**config.mk**
```make
export PLATFORM = sky130hd
export DESIGN_NAME = udpq_cmdq
export DESIGN_NICKNAME = d
export VERILOG_FILES = /design/src/design/udpq_pkg.sv /design/src/design/udpq_cmdq.sv
export SDC_FILE = /design/constraint.sdc
export NUM_CORES = 1
export LEC_CHECK = 0
export ABC_AREA = 1
export ABC_CLOCK_PERIOD_IN_PS = 5750
export BUFFER_PORTS_ARGS = -buffer_cell sky130_fd_sc_hd__buf_2
export CAP_MARGIN = 20
export CORE_MARGIN = 2
export CORE_UTILIZATION = 47
export DETAILED_ROUTE_END_ITERATION = 12
export PLACE_DENSITY = 0.76
export SLEW_MARGIN = 20
export SYNTH_ARGS = -nofsm -noshare
export SYNTH_HDL_FRONTEND = slang
export SYNTH_SLANG_ARGS = --single-unit
```
**constraint.sdc**
```tcl
create_clock -name clk -period 5.75 [get_ports clk]
set_input_delay 0.575 -clock clk [delete_from_list [all_inputs] [get_ports clk]]
set_output_delay 0.575 -clock clk [all_outputs]
set_load 0.03 [all_outputs]
```
**src/design/udpq_pkg.sv**
```systemverilog
// Shared types, codes and helpers for the UDP port demultiplexer.
// No dependencies; imported by every module of the block.
package udpq_pkg;

  localparam int DEF_PORT_SLOTS  = 32;
  localparam int DEF_QUEUE_DEPTH = 16;

  localparam logic [15:0] MIN_FRAME_LEN = 16'd42;
  localparam logic [7:0]  VER_IHL_IPV4  = 8'h45;
  localparam logic [7:0]  PROTO_UDP     = 8'd17;
  localparam logic [15:0] MIN_IP_LEN    = 16'd28;
  localparam logic [16:0] ETH_HDR_LEN   = 17'd14;
  localparam logic [16:0] IP_HDR_LEN    = 17'd20;
  localparam logic [15:0] UDP_HDR_LEN   = 16'd8;

  typedef enum logic [1:0] {
    MODE_BIND   = 2'd0,
    MODE_UNBIND = 2'd1,
    MODE_PKT    = 2'd2,
    MODE_RECV   = 2'd3
  } mode_t;

  localparam logic [2:0] ST_OK      = 3'd0;
  localparam logic [2:0] ST_REJECT  = 3'd1;
  localparam logic [2:0] ST_DROP    = 3'd2;
  localparam logic [2:0] ST_EMPTY   = 3'd3;
  localparam logic [2:0] ST_RELEASE = 3'd4;

  typedef struct packed {
    logic [1:0]  mode;
    logic [15:0] port;
    logic [15:0] buffer_handle;
    logic [15:0] frame_len;
    logic [7:0]  ver_ihl;
    logic [7:0]  protocol;
    logic [31:0] dest_ip;
    logic [15:0] ip_total_len;
    logic [15:0] udp_len;
    logic [15:0] source_port;
    logic [31:0] source_ip;
    logic [15:0] max_len;
  } in_t;

  typedef struct packed {
    logic [2:0]  status;
    logic [15:0] handle_out;
    logic        handle_valid;
    logic [31:0] from_ip;
    logic [15:0] from_port;
    logic [15:0] length_out;
    logic        last;
  } out_t;

  typedef struct packed {
    logic [1:0]  mode;
    logic [15:0] port;
    logic [15:0] handle;
    logic        pkt_ok;
    logic [15:0] plen;
    logic [31:0] peer_ip;
    logic [15:0] peer_port;
    logic [15:0] max_len;
  } cmd_t;

  function automatic out_t mk_result(logic [2:0] status, logic [15:0] handle,
                                     logic hv, logic [31:0] ip, logic [15:0] port,
                                     logic [15:0] len, logic last);
    out_t r;
    r.status       = status;
    r.handle_out   = handle;
    r.handle_valid = hv;
    r.from_ip      = ip;
    r.from_port    = port;
    r.length_out   = len;
    r.last         = last;
    return r;
  endfunction

endpackage

```
**src/design/udpq_cmdq.sv**
```systemverilog
// Two-entry command queue between front and back end.
// Depends on udpq_pkg.
module udpq_cmdq (
  input  logic            clk,
  input  logic            rst_n,
  input  logic            push,
  input  udpq_pkg::cmd_t  push_data,
  output logic            q_ready,
  input  logic            pop,
  output logic            q_valid,
  output udpq_pkg::cmd_t  q_data
);
  import udpq_pkg::*;

  cmd_t       buf_r [2];
  logic       wptr_r, rptr_r;
  logic [1:0] cnt_r;

  assign q_ready = (cnt_r != 2'd2);
  assign q_valid = (cnt_r != 2'd0);
  assign q_data  = buf_r[rptr_r];

  always_ff @(posedge clk) begin
    if (push) begin
      buf_r[wptr_r] <= push_data;
    end
  end

  always_ff @(posedge clk) begin
    if (!rst_n) begin
      wptr_r <= 1'b0;
      rptr_r <= 1'b0;
      cnt_r  <= 2'd0;
    end else begin
      if (push) wptr_r <= ~wptr_r;
      if (pop)  rptr_r <= ~rptr_r;
      cnt_r <= cnt_r + 2'(push) - 2'(pop);
    end
  end

endmodule

```
# Word level (Yosys, flattened, before mapping)

Memory sizes are Yosys's and may differ from the RTL's. A register that Yosys moved wholly into a read port is not among the register bits.
Cells that the tools add are included.
Widths: inputs -> output; s select.

Add/subtract/negate cells: 2
Equal/unequal tests: 1
Muxes and demuxes: 4
Bitwise operators: 2
Reductions and logical operators: 1

Operators with widths:

| kind               | count |
|---|---|
| $mux 1             | 4 |
| $add 2x1->2        | 1 |
| $ne 2x2->1 const B | 1 |
| $not 1->1          | 2 |
| $reduce_bool 2->1  | 1 |
| $sub 2x1->2        | 1 |

Register bits: 4
Bits in writable memories: 230
Input bits: 119
Output and inout port bits: 117
Word-level logic and storage cells: 14
Memories: 1

Memory list:

| name  | words | bits a word | read ports | clocked after Yosys merged registers in | wr ports | RTL line        | source |
|---|---|---|---|---|---|---|---|
| buf_r | 2     | 115         | 1          | 1                                       | 1        | udpq_cmdq.sv:15 | `cmd_t buf_r [2];` |

# Longest topological paths before layout

Depth after elaboration: 3
Depth in mapped cells: 9
Gate-level depth less buffers: 9

# Worst setup path after synthesis

OpenSTA, ideal clock, no wires.

Path type: input port to flip-flop
Start: input port push
End: memory buf_r[0][0] (netlist name) (enable)
Setup time: 0.593 ns
Arrival time: 5.427 ns
Data required time: 5.157 ns
Path slack: -0.270 ns
Cell stages on the path: 2
Path buffers: 0
Cells stage by stage: inv_1 > nor2_1

Longest elaborated chain between the ends: 2

Ends and longest elaborated chain:

| element                      | RTL line        | source |
|---|---|---|
| from (decl)                  | udpq_cmdq.sv:6  | `input logic push,` |
| $mux 1                       | udpq_cmdq.sv:24 | `if (push) begin` |
| $mux 1 (not written as such) | udpq_cmdq.sv:25 | `buf_r[wptr_r] <= push_data;` |
| to (decl)                    | udpq_cmdq.sv:15 |  |

No other way between the ends.

==> run_results.csv <==
group,metric,value,unit
power,vdd_drop_max,0.254,mV
power,powerDensity,360,nW/um2
setup_path,crit_fanout,44,
cts,cts.clk_slew.worst_paths,0.06,ns
drt,routedWlPerCell,17.5,um
setup_path,startpoint_type,"flip-flop",
sta,final.period_utilization,50.6,%
sta,setup_viol,0,
setup_path,arrival,2.34,ns
global_routing,grt_overflow,0,
final_layout,num_antenna_cells,0,
status,outcome,"finished clean",
placement,portBuffers,235,
final_layout,stdcell_area,10800,um2
logic_synthesis,seq_area_frac_synth,80.3,%
logic_synthesis,synth_cells,391,
cts,post_cts_resized,0,
sta,rsz0062_at_grt,"no",
global_routing,grt_start_max_net_pins,65,
global_routing,globalRouteTotalUtil,15.1,%
floorplan,fp.coreArea,18100,um2
sta,fmax,343,MHz
logic_synthesis,yosysWarningCount,0,
drt,vias,4395,
final_layout,final_common_cell,"buf_2",
final_layout,instances_no_fill,889,
setup_path,worst-setup-path-type,"flip-flop to output pin",
cts,clock-sinks,235,
sta,setup_tns,0,ns
final_layout,synthToLayoutAreaGrowth,24.3,%
drt,avgViaCountPerCell,4.94,
placement,gp_congestion,0.715,
placement,placed_area,10100,um2
setup_path,worst_setup_path_end_kind,"output pin",
power,p_leak,0.00421,uW
setup_path,required,5.18,ns
drt,firstDrtPassIters,4,
sta,relSlewSlack,42.5,%
min_path,hold_path_class,"input port to flip-flop",
drt,drc,0,
cts,cts_made_buffers,24,
power,power,3900,uW
logic_synthesis,avgSynthCellArea,22.3,um2
placement,dp_cells,847,
global_routing,grt_pass1_vias,4694,
cts,hold_buffers,0,
placement,dpl.hpwl,10300,um
final_layout,final_nets,765,
floorplan,pin_count,236,
floorplan,start_util,48.2,%
floorplan,die_h,140,um
cts,h-tree-depth,1,
drt,wl,15600,um
job,maxCapViolCount,0,
cts,clk_latency,0.51,ns
floorplan,rows,49,
floorplan,die_x,140,um
cts,cts_setup_buffers,0,
logic_synthesis,syn-num-nets,512,
global_routing,grt_pass1_wl,23700,um
sta,layout_min_cycle_time,2.91,ns
cts,cts-root-buf,"clkbuf_16",
final_layout,final_cell_mix,"buf_2 (235), edfxtp_1 (230), mux2_2 (65), mux2_4 (50), clkbuf_16 (25)",
logic_synthesis,yosys.cell_types.count,12,
sta,worst_slew_pin_slew,0.863,ns
final_layout,drive_above_1_share,58.3,%
drt,drt_iter0_drc,238,
logic_synthesis,synth_seq_cells,235,
cts,clock_path_buffers,3,
drt,ant_nets,0,
sta,hold_violations,0,
logic_synthesis,syn_area,8720,um2
sta,fin_skew,0.0164,ns
cts,cts_tree,"yes",
global_routing,antenna_found_initial,0,
sta,slew_viol_final,0,
floorplan,die-area,19700,um2
final timing paths:
kind	start	to	slack, ns	depth (start not counted)
setup / recovery	flip-flop	q_data[114]	2.84	3
setup reg to reg	wptr_r	buf_r[1][29]	3.51	3
hold reg to reg	rptr_r	flip-flop	0.51	2
hold / removal	push_data[8]	buf_r[1][8]	0.26	1
power by group:
group          switching (uW)  leakage [uW]  total, uW  internal (uW)
Sequential               24.9       0.00220       2010           1990
Combinational             300       0.00166        477            176
Clock                     575      0.000346       1410            838
Total                     900       0.00421       3900           3000
per-layer routing:
layer	global-route usage, %	up-vias	part of all wire [%]
li1	-	2036	-
met3	4.89	36	9.0
met2	26.7	170	50
met4	5.58	0	2.8
met5	0	-	0
met1	17.2	2153	38
worst max-delay path: stages, from the launching register on:
cell     delay (ns)
dfxtp_4        0.52
buf_4          0.67
mux2_2         0.42
buf_2          0.18
kinds of logic (layout without fill, tap and decap cells):
kind of cell / Yosys count / in the layout / synth area share (%)
DFF: 235 / 235 / 80.3
AOI/OAI and AO/OA: 1 / 1 / 0.0573
muxes: 115 / 115 / 17.0
adders and majority gates: 2 / 2 / 0.287
buffers and inverters: 20 / 289 / 1.55
and+or+nand+nor: 18 / 18 / 0.789
cells in the mapped netlist:
| master | count | area (um2) |
|---|---|---|
| edfxtp_1 | 230 | 6910 |
| mux2_2 | 65 | 732 |
| mux2_4 | 50 | 751 |
| nand2_1 | 10 | 37.5 |
| buf_6 | 7 | 78.8 |
| inv_1 | 7 | 26.3 |
| nor2_1 | 7 | 26.3 |
| buf_2 | 6 | 30.0 |
| dfxtp_1 | 5 | 100 |
| ha_1 | 2 | 25.0 |
| a21oi_1 | 1 | 5.00 |
| nand3_1 | 1 | 5.00 |
sequential cells by signal, summed over array words and instances, names as in the netlist, named ones only:
register and flops:
buf_r 230, cnt_r 2, rptr_r 1, wptr_r 1
final cells by class:
class,count,area [um2]
clock inverters,7,53.8
multi-input cells,136,1590
well taps,229,287
flip-flops and latches,235,7010
fillers,1311,7240
inverters,7,28.8
clock buffers,35,663
repair buffers,240,1210
stage by stage:
step                      worst slack (ns)  hold slack [ns]  util (%)
after global routing                  2.74            0.245      60.0
after CTS                             2.81            0.236      60.0
after global placement                3.24            0.479      56.0
final                                 2.84            0.258      60.0
after floorplan                       1.73            0.463         -
after detailed placement              3.17            0.498      56.0
Power figures use the tool's default switching activity.
