## src/design/udpq_pkg.sv

```systemverilog
// Shared types, codes and helpers for the UDP port demultiplexer.
// No dependencies; imported by every module of the block.
package udpq_pkg;

  localparam int DEF_PORT_SLOTS  = 32;
  localparam int DEF_QUEUE_DEPTH = 16;

  localparam logic [15:0] MIN_FRAME_LEN = 16'd42;
  localparam logic [7:0]  VER_IHL_IPV4  = 8'h45;
  localparam logic [7:0]  PROTO_UDP     = 8'd17;
  localparam logic [15:0] MIN_IP_LEN    = 16'd28;
  localparam logic [16:0] ETH_HDR_LEN   = 17'd14;
  localparam logic [16:0] IP_HDR_LEN    = 17'd20;
  localparam logic [15:0] UDP_HDR_LEN   = 16'd8;

  typedef enum logic [1:0] {
    MODE_BIND   = 2'd0,
    MODE_UNBIND = 2'd1,
    MODE_PKT    = 2'd2,
    MODE_RECV   = 2'd3
  } mode_t;

  localparam logic [2:0] ST_OK      = 3'd0;
  localparam logic [2:0] ST_REJECT  = 3'd1;
  localparam logic [2:0] ST_DROP    = 3'd2;
  localparam logic [2:0] ST_EMPTY   = 3'd3;
  localparam logic [2:0] ST_RELEASE = 3'd4;

  typedef struct packed {
    logic [1:0]  mode;
    logic [15:0] port;
    logic [15:0] buffer_handle;
    logic [15:0] frame_len;
    logic [7:0]  ver_ihl;
    logic [7:0]  protocol;
    logic [31:0] dest_ip;
    logic [15:0] ip_total_len;
    logic [15:0] udp_len;
    logic [15:0] source_port;
    logic [31:0] source_ip;
    logic [15:0] max_len;
  } in_t;

  typedef struct packed {
    logic [2:0]  status;
    logic [15:0] handle_out;
    logic        handle_valid;
    logic [31:0] from_ip;
    logic [15:0] from_port;
    logic [15:0] length_out;
    logic        last;
  } out_t;

  typedef struct packed {
    logic [1:0]  mode;
    logic [15:0] port;
    logic [15:0] handle;
    logic        pkt_ok;
    logic [15:0] plen;
    logic [31:0] peer_ip;
    logic [15:0] peer_port;
    logic [15:0] max_len;
  } cmd_t;

  function automatic out_t mk_result(logic [2:0] status, logic [15:0] handle,
                                     logic hv, logic [31:0] ip, logic [15:0] port,
                                     logic [15:0] len, logic last);
    out_t r;
    r.status       = status;
    r.handle_out   = handle;
    r.handle_valid = hv;
    r.from_ip      = ip;
    r.from_port    = port;
    r.length_out   = len;
    r.last         = last;
    return r;
  endfunction

endpackage

```

## src/design/udpq_front.sv

```systemverilog
// Front end: accepts input beats, holds the own address register, checks packet headers.
// Depends on udpq_pkg; feeds udpq_cmdq.
module udpq_front (
  input  logic            clk,
  input  logic            rst_n,
  input  logic            cfg_we,
  input  logic [31:0]     cfg_wdata,
  input  logic            in_valid,
  output logic            in_ready,
  input  udpq_pkg::in_t   in_data,
  output logic            push,
  input  logic            q_ready,
  output udpq_pkg::cmd_t  cmd
);
  import udpq_pkg::*;

  logic [31:0] own_addr_r;
  logic        hdr_ok;

  always_ff @(posedge clk) begin
    if (!rst_n) begin
      own_addr_r <= 32'h0A00020F;
    end else if (cfg_we) begin
      own_addr_r <= cfg_wdata;
    end
  end

  always_comb begin
    hdr_ok = (in_data.frame_len >= MIN_FRAME_LEN)
          && (in_data.ver_ihl == VER_IHL_IPV4)
          && (in_data.protocol == PROTO_UDP)
          && (in_data.dest_ip == own_addr_r)
          && (in_data.ip_total_len >= MIN_IP_LEN)
          && ((ETH_HDR_LEN + {1'b0, in_data.ip_total_len}) <= {1'b0, in_data.frame_len})
          && (in_data.udp_len >= UDP_HDR_LEN)
          && (({1'b0, in_data.udp_len} + IP_HDR_LEN) <= {1'b0, in_data.ip_total_len});
  end

  assign in_ready = q_ready;
  assign push     = in_valid && q_ready;

  always_comb begin
    cmd.mode      = in_data.mode;
    cmd.port      = in_data.port;
    cmd.handle    = in_data.buffer_handle;
    cmd.pkt_ok    = hdr_ok;
    cmd.plen      = in_data.udp_len - UDP_HDR_LEN;
    cmd.peer_ip   = in_data.source_ip;
    cmd.peer_port = in_data.source_port;
    cmd.max_len   = in_data.max_len;
  end

endmodule

```

## config.mk

```make
export PLATFORM = sky130hd
export DESIGN_NAME = udpq_front
export DESIGN_NICKNAME = d
export VERILOG_FILES = /design/src/design/udpq_pkg.sv /design/src/design/udpq_front.sv
export SDC_FILE = /design/constraint.sdc
export NUM_CORES = 1
export LEC_CHECK = 0
export BUFFER_PORTS_ARGS = -buffer_cell sky130_fd_sc_hd__buf_2
export CAP_MARGIN = 20
export CORE_AREA = 2 2 134 136
export DETAILED_ROUTE_END_ITERATION = 6
export DIE_AREA = 0 0 136 138
export HOLD_SLACK_MARGIN = 0.08
export PLACE_DENSITY = 0.63
export REMOVE_ABC_BUFFERS = 1
export SYNTH_ARGS = -nofsm -noshare
export SYNTH_HDL_FRONTEND = slang
export SYNTH_SLANG_ARGS = --single-unit
```

## constraint.sdc

```tcl
create_clock -name clk -period 7.2 [get_ports clk]
set_input_delay 1.44 -clock clk [delete_from_list [all_inputs] [get_ports clk]]
set_output_delay 1.44 -clock clk [all_outputs]
set_load 0.01 [all_outputs]
```

Yosys cells after proc, flatten, opt, wreduce, memory -nomap -nowiden
Cells that the tools add are included.
Operators by class
  add/subtract/negate cells: 3
  magnitude comparators: 5
  equal/unequal tests: 3
  reductions and logical operators: 8
Operator list (number)
  <= comparator 17 x 16 -> 1 bit: 2
  equality test 32 bit: 1
  adder 16 x 5 -> 17 bit (second input constant): 1
  adder 4 x 16 -> 17 bit (first input constant): 1
  >= comparator 16 x 4 -> 1 bit (second input constant): 1
  >= comparator 16 x 5 -> 1 bit (second input constant): 1
  >= comparator 16 x 6 -> 1 bit (second input constant): 1
  subtractor 16 x 4 -> 16 bit (second input constant): 1
  equality test 8 x 5 -> 1 bit (second input constant): 1
  equality test 8 x 7 -> 1 bit (second input constant): 1
  logical AND 1 bit: 8
Storage, ports and cells
  register bits: 32
  bits of input ports: 231

Longest topological paths before layout
Gate-level depths: netlist of run 1.
  depth after elaboration: 8
  gate-level depth with buffers: 15
  mapped depth without buffers: 13

Worst setup path after synthesis of run 1
OpenSTA, ideal clock, no wires.
  kind: input to output
  start: input in_data[68] (netlist name)
  end: output cmd[80] (netlist name)
  arrival: 3.878 ns
  slack: 1.882 ns
  stages on the path: 15
  path buffers: 2
  cells stage by stage: clkbuf_1 > inv_1 > ha_1 > a21oi_1 > nor2_1 > nand3_1 > xnor2_1 > ha_1 > and3_1 > nand4_1 > nor2_1 > a2111oi_0 > o211ai_1 > a221oi_2 > buf_4
Between the ends
  word-level cells in the longest chain between the ends: 3
  elaborated cells between the ends (all ways): 5
RTL lines
  from (decl): line udpq_front.sv:10  | input udpq_pkg::in_t in_data,
  adder 16 x 5 -> 17 bit or >= comparator 16 x 4 -> 1 bit (tied branches): line udpq_front.sv:36, udpq_front.sv:35
  <= comparator 17 x 16 -> 1 bit or logical AND 1 bit (tied branches): line udpq_front.sv:36, udpq_front.sv:35
  logical AND 1 bit (*): line udpq_front.sv:36  | && (({1'b0, in_data.udp_len} + IP_HDR_LEN) <= {1'b0, in_data.ip_total_len});
  to (decl): line udpq_front.sv:13  | output udpq_pkg::cmd_t cmd
Every way passes the cells marked *; elsewhere a longest branch is shown, timed or not.

==> impl_metrics.toml, run 1 <==
[status]
status = "complete, no violations"

[worst_setup_path]
cp.required_ns = 5.76
critPathCaptureType = "primary output"
arrival_ns = 4.16
start_kind = "primary input"
worst_path_largest_cell_delay_ns = 0.35
path_class = "primary input to primary output"
cp_cell_sequence = "buf_2 -> inv_1 -> ha_1 -> a21oi_1 -> nor2_1 -> nand3_1 -> xnor2_1 -> ha_1 -> and3_1 -> nand4_1 -> nor2_1 -> a2111oi_0 -> o211ai_1 -> a221oi_2 -> buf_2"
r2r-start = "own_addr_r[27]$_SDFFE_PN1P_"
cp-startpoint = "in_data[68]"
crit_slowest_cell = "a2111oi_0"
cp_max_fo = 7

[synthesis]
yosysTopAreaCellShare_pct = 19.41
ys_seq_area_share_pct = 16.08
muxShareOfSynthArea_pct = 8.040
synth_top_area_cell = "buf_4"
avgSynthCellArea_sq_um = 8.214
synth_xor_area_share_pct = 14.95
async_reset_ff_share_pct = 0
synth-seq-cells = 32
syn_area_sq_um = 3984
synth_flop_cell = "dfxtp_1"
synth_adder_area_share_pct = 11.62
synth_cell_type_count = 43
yosys.area_share.simple_pct = 19.66
syn_inst = 485
synth-compound-area-share_pct = 5.214
yosys_warnings = 0
ys_top_cells_by_area = "buf_4, dfxtp_1, ha_1"
synth_top_family_by_area = "buffers and inverters"
synth_edf_count = 0

[sta]
fin_crit_sh_pct = 77.72
timing.final.hold_violations = 0
rsz0062_at_grt = "no"
min_period_ns = 5.596
final-setup-viol-count = 0
fin_skew_ns = 0
maxSlewHeadroom_pct = 32.59
worst_pin_slew_ns = 1.011
setup_tns_ns = 0
drv_slew = 0
fmax_ghz = 0.1787

[floorplanning]
rows = 49
die_w_microns = 136
ios = 348
die_area_sq_um = 18770
core_sq_um = 17530
start_util_pct = 22.72
dieHeight_microns = 138

[place]
dp.cells = 750
port_buffers = 151
place_area_sq_um = 4195
place_congestion = 0.9361
place_hpwl_microns = 21870

[power_and_ir_drop]
power.internal_uw = 411.8
seqPwrFrac_pct = 33.0
power.density_nw_per_um2 = 136.1
switching_share_pct = 30.34
netSwitchingPower_uw = 179.4
leakagePower_nw = 2.110
vdd_ir_drop_max_mv = 0.09195
p_comb_share_pct = 30.2
total_power_uw = 591.2
clkPwrFrac_pct = 36.7

[global_routing]
grt_pass1_vias = 3390
globalRouteOverflowTotal = 0
grtUsageTotal_pct = 24.11
antenna_found_initial = 0
grt_max_degree = 33
grt_pass1_wl_microns = 29900

[route]
drt_wl_total_microns = 23420
first_iter_violations = 151
wire_per_inst_microns = 30.90
antenna_left = 0
vias_per_cell = 4.456
vias = 3378
route.detailed.drc = 0
first_pass_iters = 4

[clocking]
cts_buffer_depth = 2
postCtsSetupBuffers = 0
path_clk_slew_ns = 0.05
clock_latency_ns = 0.28
ctsHoldBuffers = 0
post_cts_resized = 0
cts_tree = "yes"
cts_max_level = 2
cts_buffers = 5
clock-sinks = 32
cts_root_buf = "clkbuf_16"

[final_layout]
fin_util_pct = 24.78
fillers = 2011
biggestRegsByFlops = "own_addr_r x32"
regMostFlops = "own_addr_r"
n_antenna_cell = 0
largest_reg_flops = 32
finalNetCount = 796
drive_above_1_share_pct = 31.95
fin_cells = 758
final_area_sq_um = 4344
area_delta_synth_final_pct = 9.045

[worst_hold_path]
hp-start = "own_addr_r[25]$_SDFFE_PN1P_"
min_path_type = "flop to flop"

[run]
cap_violations = 0
[Yosys cell counts (10+ instances only)]
master	instances
a21oi_1	10
buf_4	103
dfxtp_1	32
ha_1	37
inv_1	38
mux2i_1	32
nand2_1	25
nand3_1	13
nand4_1	14
nor2_1	16
nor2b_1	27
nor4_1	11
xnor2_1	40
xor2_1	28
[critical path: cells and delay by family]
family | cells | cell delay, ns
AOI/OAI and AO/OA | 4 | 1.11
and+or+nand+nor | 5 | 0.66
buffers and inverters | 3 | 0.41
adders and majority gates | 2 | 0.41
xor gates and xnor gates | 1 | 0.12
[power groups by stage]
stage	sequential [mW]	clock (mW)	combinational, mW
6_report	0.195	0.217	0.179
5_1_grt	0.196	0.227	0.201
4_1_cts	0.195	0.221	0.180
3_5_place_dp	0.199	0	0.179
3_3_place_gp	0.199	0	0.177
2_1_floorplan	0.197	0	0.0952
[layout by cell type, fill, tap and decap left out, types with 3 or more instances in the layout]
| cell | instances |
|---|---|
| inv_1 | 38 |
| nor2b_1 | 27 |
| nor4b_1 | 3 |
| buf_2 | 151 |
| clkbuf_16 | 5 |
| nand3_1 | 13 |
| ha_1 | 37 |
| nor2_1 | 16 |
| a21oi_1 | 10 |
| xor2_1 | 28 |
| dfxtp_1 | 32 |
| nor3_1 | 4 |
| and3_1 | 4 |
| xnor2_1 | 40 |
| nand2_1 | 25 |
| o21ai_0 | 7 |
| mux2i_1 | 32 |
| nand4_1 | 14 |
| nor4_1 | 11 |
[metal layers]
| metal | track usage [%] | wire length, microns |
|---|---|---|
| met4 | 4.934 | 490 |
| met2 | 43.11 | 11580 |
| met3 | 33.44 | 7099 |
| met5 | 0 | 0 |
| met1 | 12.21 | 4246 |
[cells by family after synthesis]
group | Yosys count
compound gates | 31
flops | 32
fa+ha+maj | 37
xor+xnor | 68
mux | 32
simple gates | 132
buf+inv | 153
[path summary, 6_finish.rpt]
path / end / slack (ns) / depth (start not counted)
worst min register to register: own_addr_r[25]$_SDFFE_PN1P_ / 0.50 / 2
worst max register to register: own_addr_r[27]$_SDFFE_PN1P_ / 6.54 / 2
worst min-delay path: own_addr_r[25]$_SDFFE_PN1P_ / 0.50 / 2
worst max-delay path: cmd[80] / 1.60 / 15
[metrics by stage]
| step | setup slack [ns] | hold WS, ns |
|---|---|---|
| final | 1.604 | 0.5007 |
| after global placement | 1.680 | 0.4760 |
| after floorplan | 2.207 | 0.4605 |
| after global routing | 1.503 | 0.5284 |
| after CTS | 1.672 | 0.5020 |
| after detailed placement | 1.669 | 0.4837 |
[final cells by class]
type / instances / area (sq um) / area share, %
repair buffers: 151 / 755.7 / 17.40
flip-flops and latches: 32 / 640.6 / 14.75
clock inverters: 2 / 10.01 / 0.2304
inverters: 38 / 142.6 / 3.283
well taps: 229 / 286.5 / 6.596
clock buffers: 6 / 138.9 / 3.197
multi-input cells: 300 / 2370 / 54.55
Power figures use the tool's default switching activity.
==> inputs of run 2 (changes only) <==
--- a/config.mk
+++ b/config.mk
@@ -5,13 +5,14 @@
 export SDC_FILE = /design/constraint.sdc
 export NUM_CORES = 1
 export LEC_CHECK = 0
+export ABC_AREA = 1
 export BUFFER_PORTS_ARGS = -buffer_cell sky130_fd_sc_hd__buf_2
 export CAP_MARGIN = 20
-export CORE_AREA = 2 2 134 136
+export CORE_AREA = 2 2 135 137
 export DETAILED_ROUTE_END_ITERATION = 6
-export DIE_AREA = 0 0 136 138
+export DIE_AREA = 0 0 137 139
 export HOLD_SLACK_MARGIN = 0.08
-export PLACE_DENSITY = 0.63
+export PLACE_DENSITY = 0.65
 export REMOVE_ABC_BUFFERS = 1
 export SYNTH_ARGS = -nofsm -noshare
 export SYNTH_HDL_FRONTEND = slang
==> constraint.sdc (replaced) <==
create_clock -name clk -period 5.4 [get_ports clk]
set_input_delay 1.08 -clock clk [delete_from_list [all_inputs] [get_ports clk]]
set_output_delay 1.08 -clock clk [all_outputs]
set_load 0.01 [all_outputs]
==> run 2 against run 1 <==
Net effect: setup slack got worse by 0.79 ns; cell count increased by 28%; global-route usage decreased by 0.46 points; flip-flop and latch count unchanged; clock skew unchanged; die area increased by 1.5%.
==> impl_metrics.toml, run 2 <==
[status]
status = "complete, no violations"

[route]
vias = 4179
wire_per_inst_microns = 24.01
first_iter_violations = 183
first_pass_iters = 4
drt_wl_total_microns = 23270
route.detailed.drc = 0
vias_per_cell = 4.313
antenna_left = 0

[global_routing]
grt_pass1_wl_microns = 30550
use_met1_pct = 14.90
grt_util_met3_pct = 32.09
grt_pass1_vias = 3938
top_usage_layer = "met2"
antenna_found_initial = 3
globalRouteOverflowTotal = 0
met2_usage_pct = 39.07
grtUsageTotal_pct = 23.65
grt_max_degree = 46

[worst_setup_path]
arrival_ns = 3.50
path_class = "primary input to primary output"
critPathCaptureType = "primary output"
timing.critical_path.mode_cell = "nand2_1"
cp_max_fo = 4
cp.required_ns = 4.32
worst_path_largest_cell_delay_ns = 0.27
cp_cell_sequence = "buf_2 -> inv_1 -> ha_1 -> a21oi_4 -> nand3_4 -> nor3_4 -> nand3_2 -> nor3_2 -> xor2_1 -> inv_1 -> ha_1 -> nand2_1 -> nor3_1 -> nand3_1 -> nand2_1 -> nand2_1 -> nor2_1 -> buf_2"
start_kind = "primary input"
crit_slowest_cell = "ha_1"

[floorplanning]
dieHeight_microns = 139
die_w_microns = 137
ios = 348
rows = 49
core_sq_um = 17660
die_area_sq_um = 19040
start_util_pct = 24.28

[power_and_ir_drop]
leakagePower_nw = 2.628
power.density_nw_per_um2 = 174.0
vdd_ir_drop_max_mv = 0.1251

[sta]
fin_crit_sh_pct = 84.85
postLayoutSetupSlackWorst_ns = 0.8179
timing.final.hold_violations = 0
drv_slew = 0
holdWs_ns = 0.4728
worst_pin_slew_ns = 0.5388
fin_skew_ns = 0
final-setup-viol-count = 0
setup_tns_ns = 0
rsz0062_at_grt = "no"
min_period_ns = 4.582
fmax_ghz = 0.2182
maxSlewHeadroom_pct = 64.08

[final_layout]
final_common_cell = "buf_2"
largest_reg_flops = 32
multi_input_area_sq_um = 2389
regArea_sq_um = 640.6
fillers = 2063
fin_util_pct = 26.56
regMostFlops = "own_addr_r"
final_cell_mix = "buf_2, nand2_1, inv_1"
drive_above_1_share_pct = 24.05
finalNetCount = 1003
biggestRegsByFlops = "own_addr_r x32"
area_delta_synth_final_pct = 9.399

[synthesis]
ys_seq_area_share_pct = 14.94
synth_edf_count = 0
async_reset_ff_share_pct = 0
synth_flop_cell = "dfxtp_1"
yosys_warnings = 0
synth_most_common_cell = "nand2_1"
synth_cell_type_count = 32
syn_inst = 689
synth-seq-cells = 32
synth_top_area_cell = "buf_4"
syn_area_sq_um = 4287
ys_top_cells_by_count = "nand2_1, inv_1, buf_4, nor2_1, ha_1"
yosysTopAreaCellShare_pct = 18.04
avgSynthCellArea_sq_um = 6.221
ys_top_cells_by_area = "buf_4, dfxtp_1, nand2_1"

[clocking]
post_cts_resized = 0
cts_buffers = 5
cts_max_level = 2
ctsHoldBuffers = 0
path_clk_slew_ns = 0.05
cts_root_buf = "clkbuf_16"
cts_tree = "yes"
cts_buffer_depth = 2
postCtsSetupBuffers = 0
clock_latency_ns = 0.28
clock-sinks = 32

[place]
place_congestion = 0.9038
place_hpwl_microns = 21630
pre_cts_ws_ns = 0.8170
port_buffers = 151

[run]
cap_violations = 0

[worst_hold_path]
min_path_type = "flop to flop"
==> run 2: cell type report <==
cell class / count / area share (%)
inverters: 119 / 9.525
clock inverters: 2 / 0.3202
repair buffers: 152 / 16.28
clock buffers: 6 / 2.962
well taps: 229 / 6.110
diodes: 4 / 0.2134
multi-input cells: 425 / 50.93
flip-flops and latches: 32 / 13.66
==> run 2: final timing paths <==
kind / to / from / slack [ns] / cells after the start
max: cmd[80] / in_data[81] / 0.82 / 18
max reg2reg: own_addr_r[31]$_SDFFE_PN0P_ / own_addr_r[31]$_SDFFE_PN0P_ / 4.75 / 2
min reg2reg: own_addr_r[4]$_SDFFE_PN0P_ / own_addr_r[4]$_SDFFE_PN0P_ / 0.47 / 2
min: own_addr_r[4]$_SDFFE_PN0P_ / own_addr_r[4]$_SDFFE_PN0P_ / 0.47 / 2
==> run 2: through the flow <==
stage | std cells | power (mW) | instance area [sq um]
2_1_floorplan | 576 | 0.4207 | 3476
3_3_place_gp | 957 | 0.5263 | 4526
3_5_place_dp | 957 | 0.5307 | 4526
4_1_cts | 965 | 0.8273 | 4679
5_1_grt | 965 | 0.8788 | 4679
6_report | 969 | 0.8161 | 4690
==> run 2: logic make-up after synthesis <==
family / after synthesis / synth area share [%]
fa+ha+maj: 37 / 10.80
buf+inv: 232 / 29.33
flops: 32 / 14.94
xor+xnor: 40 / 8.173
simple gates: 276 / 27.64
compound gates: 72 / 9.107
==> run 2: report_power, final <==
part	total [mW]	switching, mW	leakage (nW)	internal, mW
sequential	0.262	0.00889	0.266	0.253
combinational	0.264	0.149	2.29	0.115
clock	0.291	0.107	0.0691	0.183
==> run 2: worst max-delay path: cells and delay by family <==
kind / cells / cell delay (ns)
AO/OA/AOI/OAI: 1 / 0.21
XOR/XNOR: 1 / 0.15
adder cells (fa/ha/maj): 2 / 0.54
buffers and inverters: 4 / 0.40
AND/OR/NAND/NOR: 10 / 1.11
==> run 2: routing by layer <==
layer | routed length [microns] | part of all wire, %
met1 | 4990 | 21
met2 | 10450 | 45
met3 | 7167 | 31
met4 | 500 | 2.1
met5 | 158 | 0.68
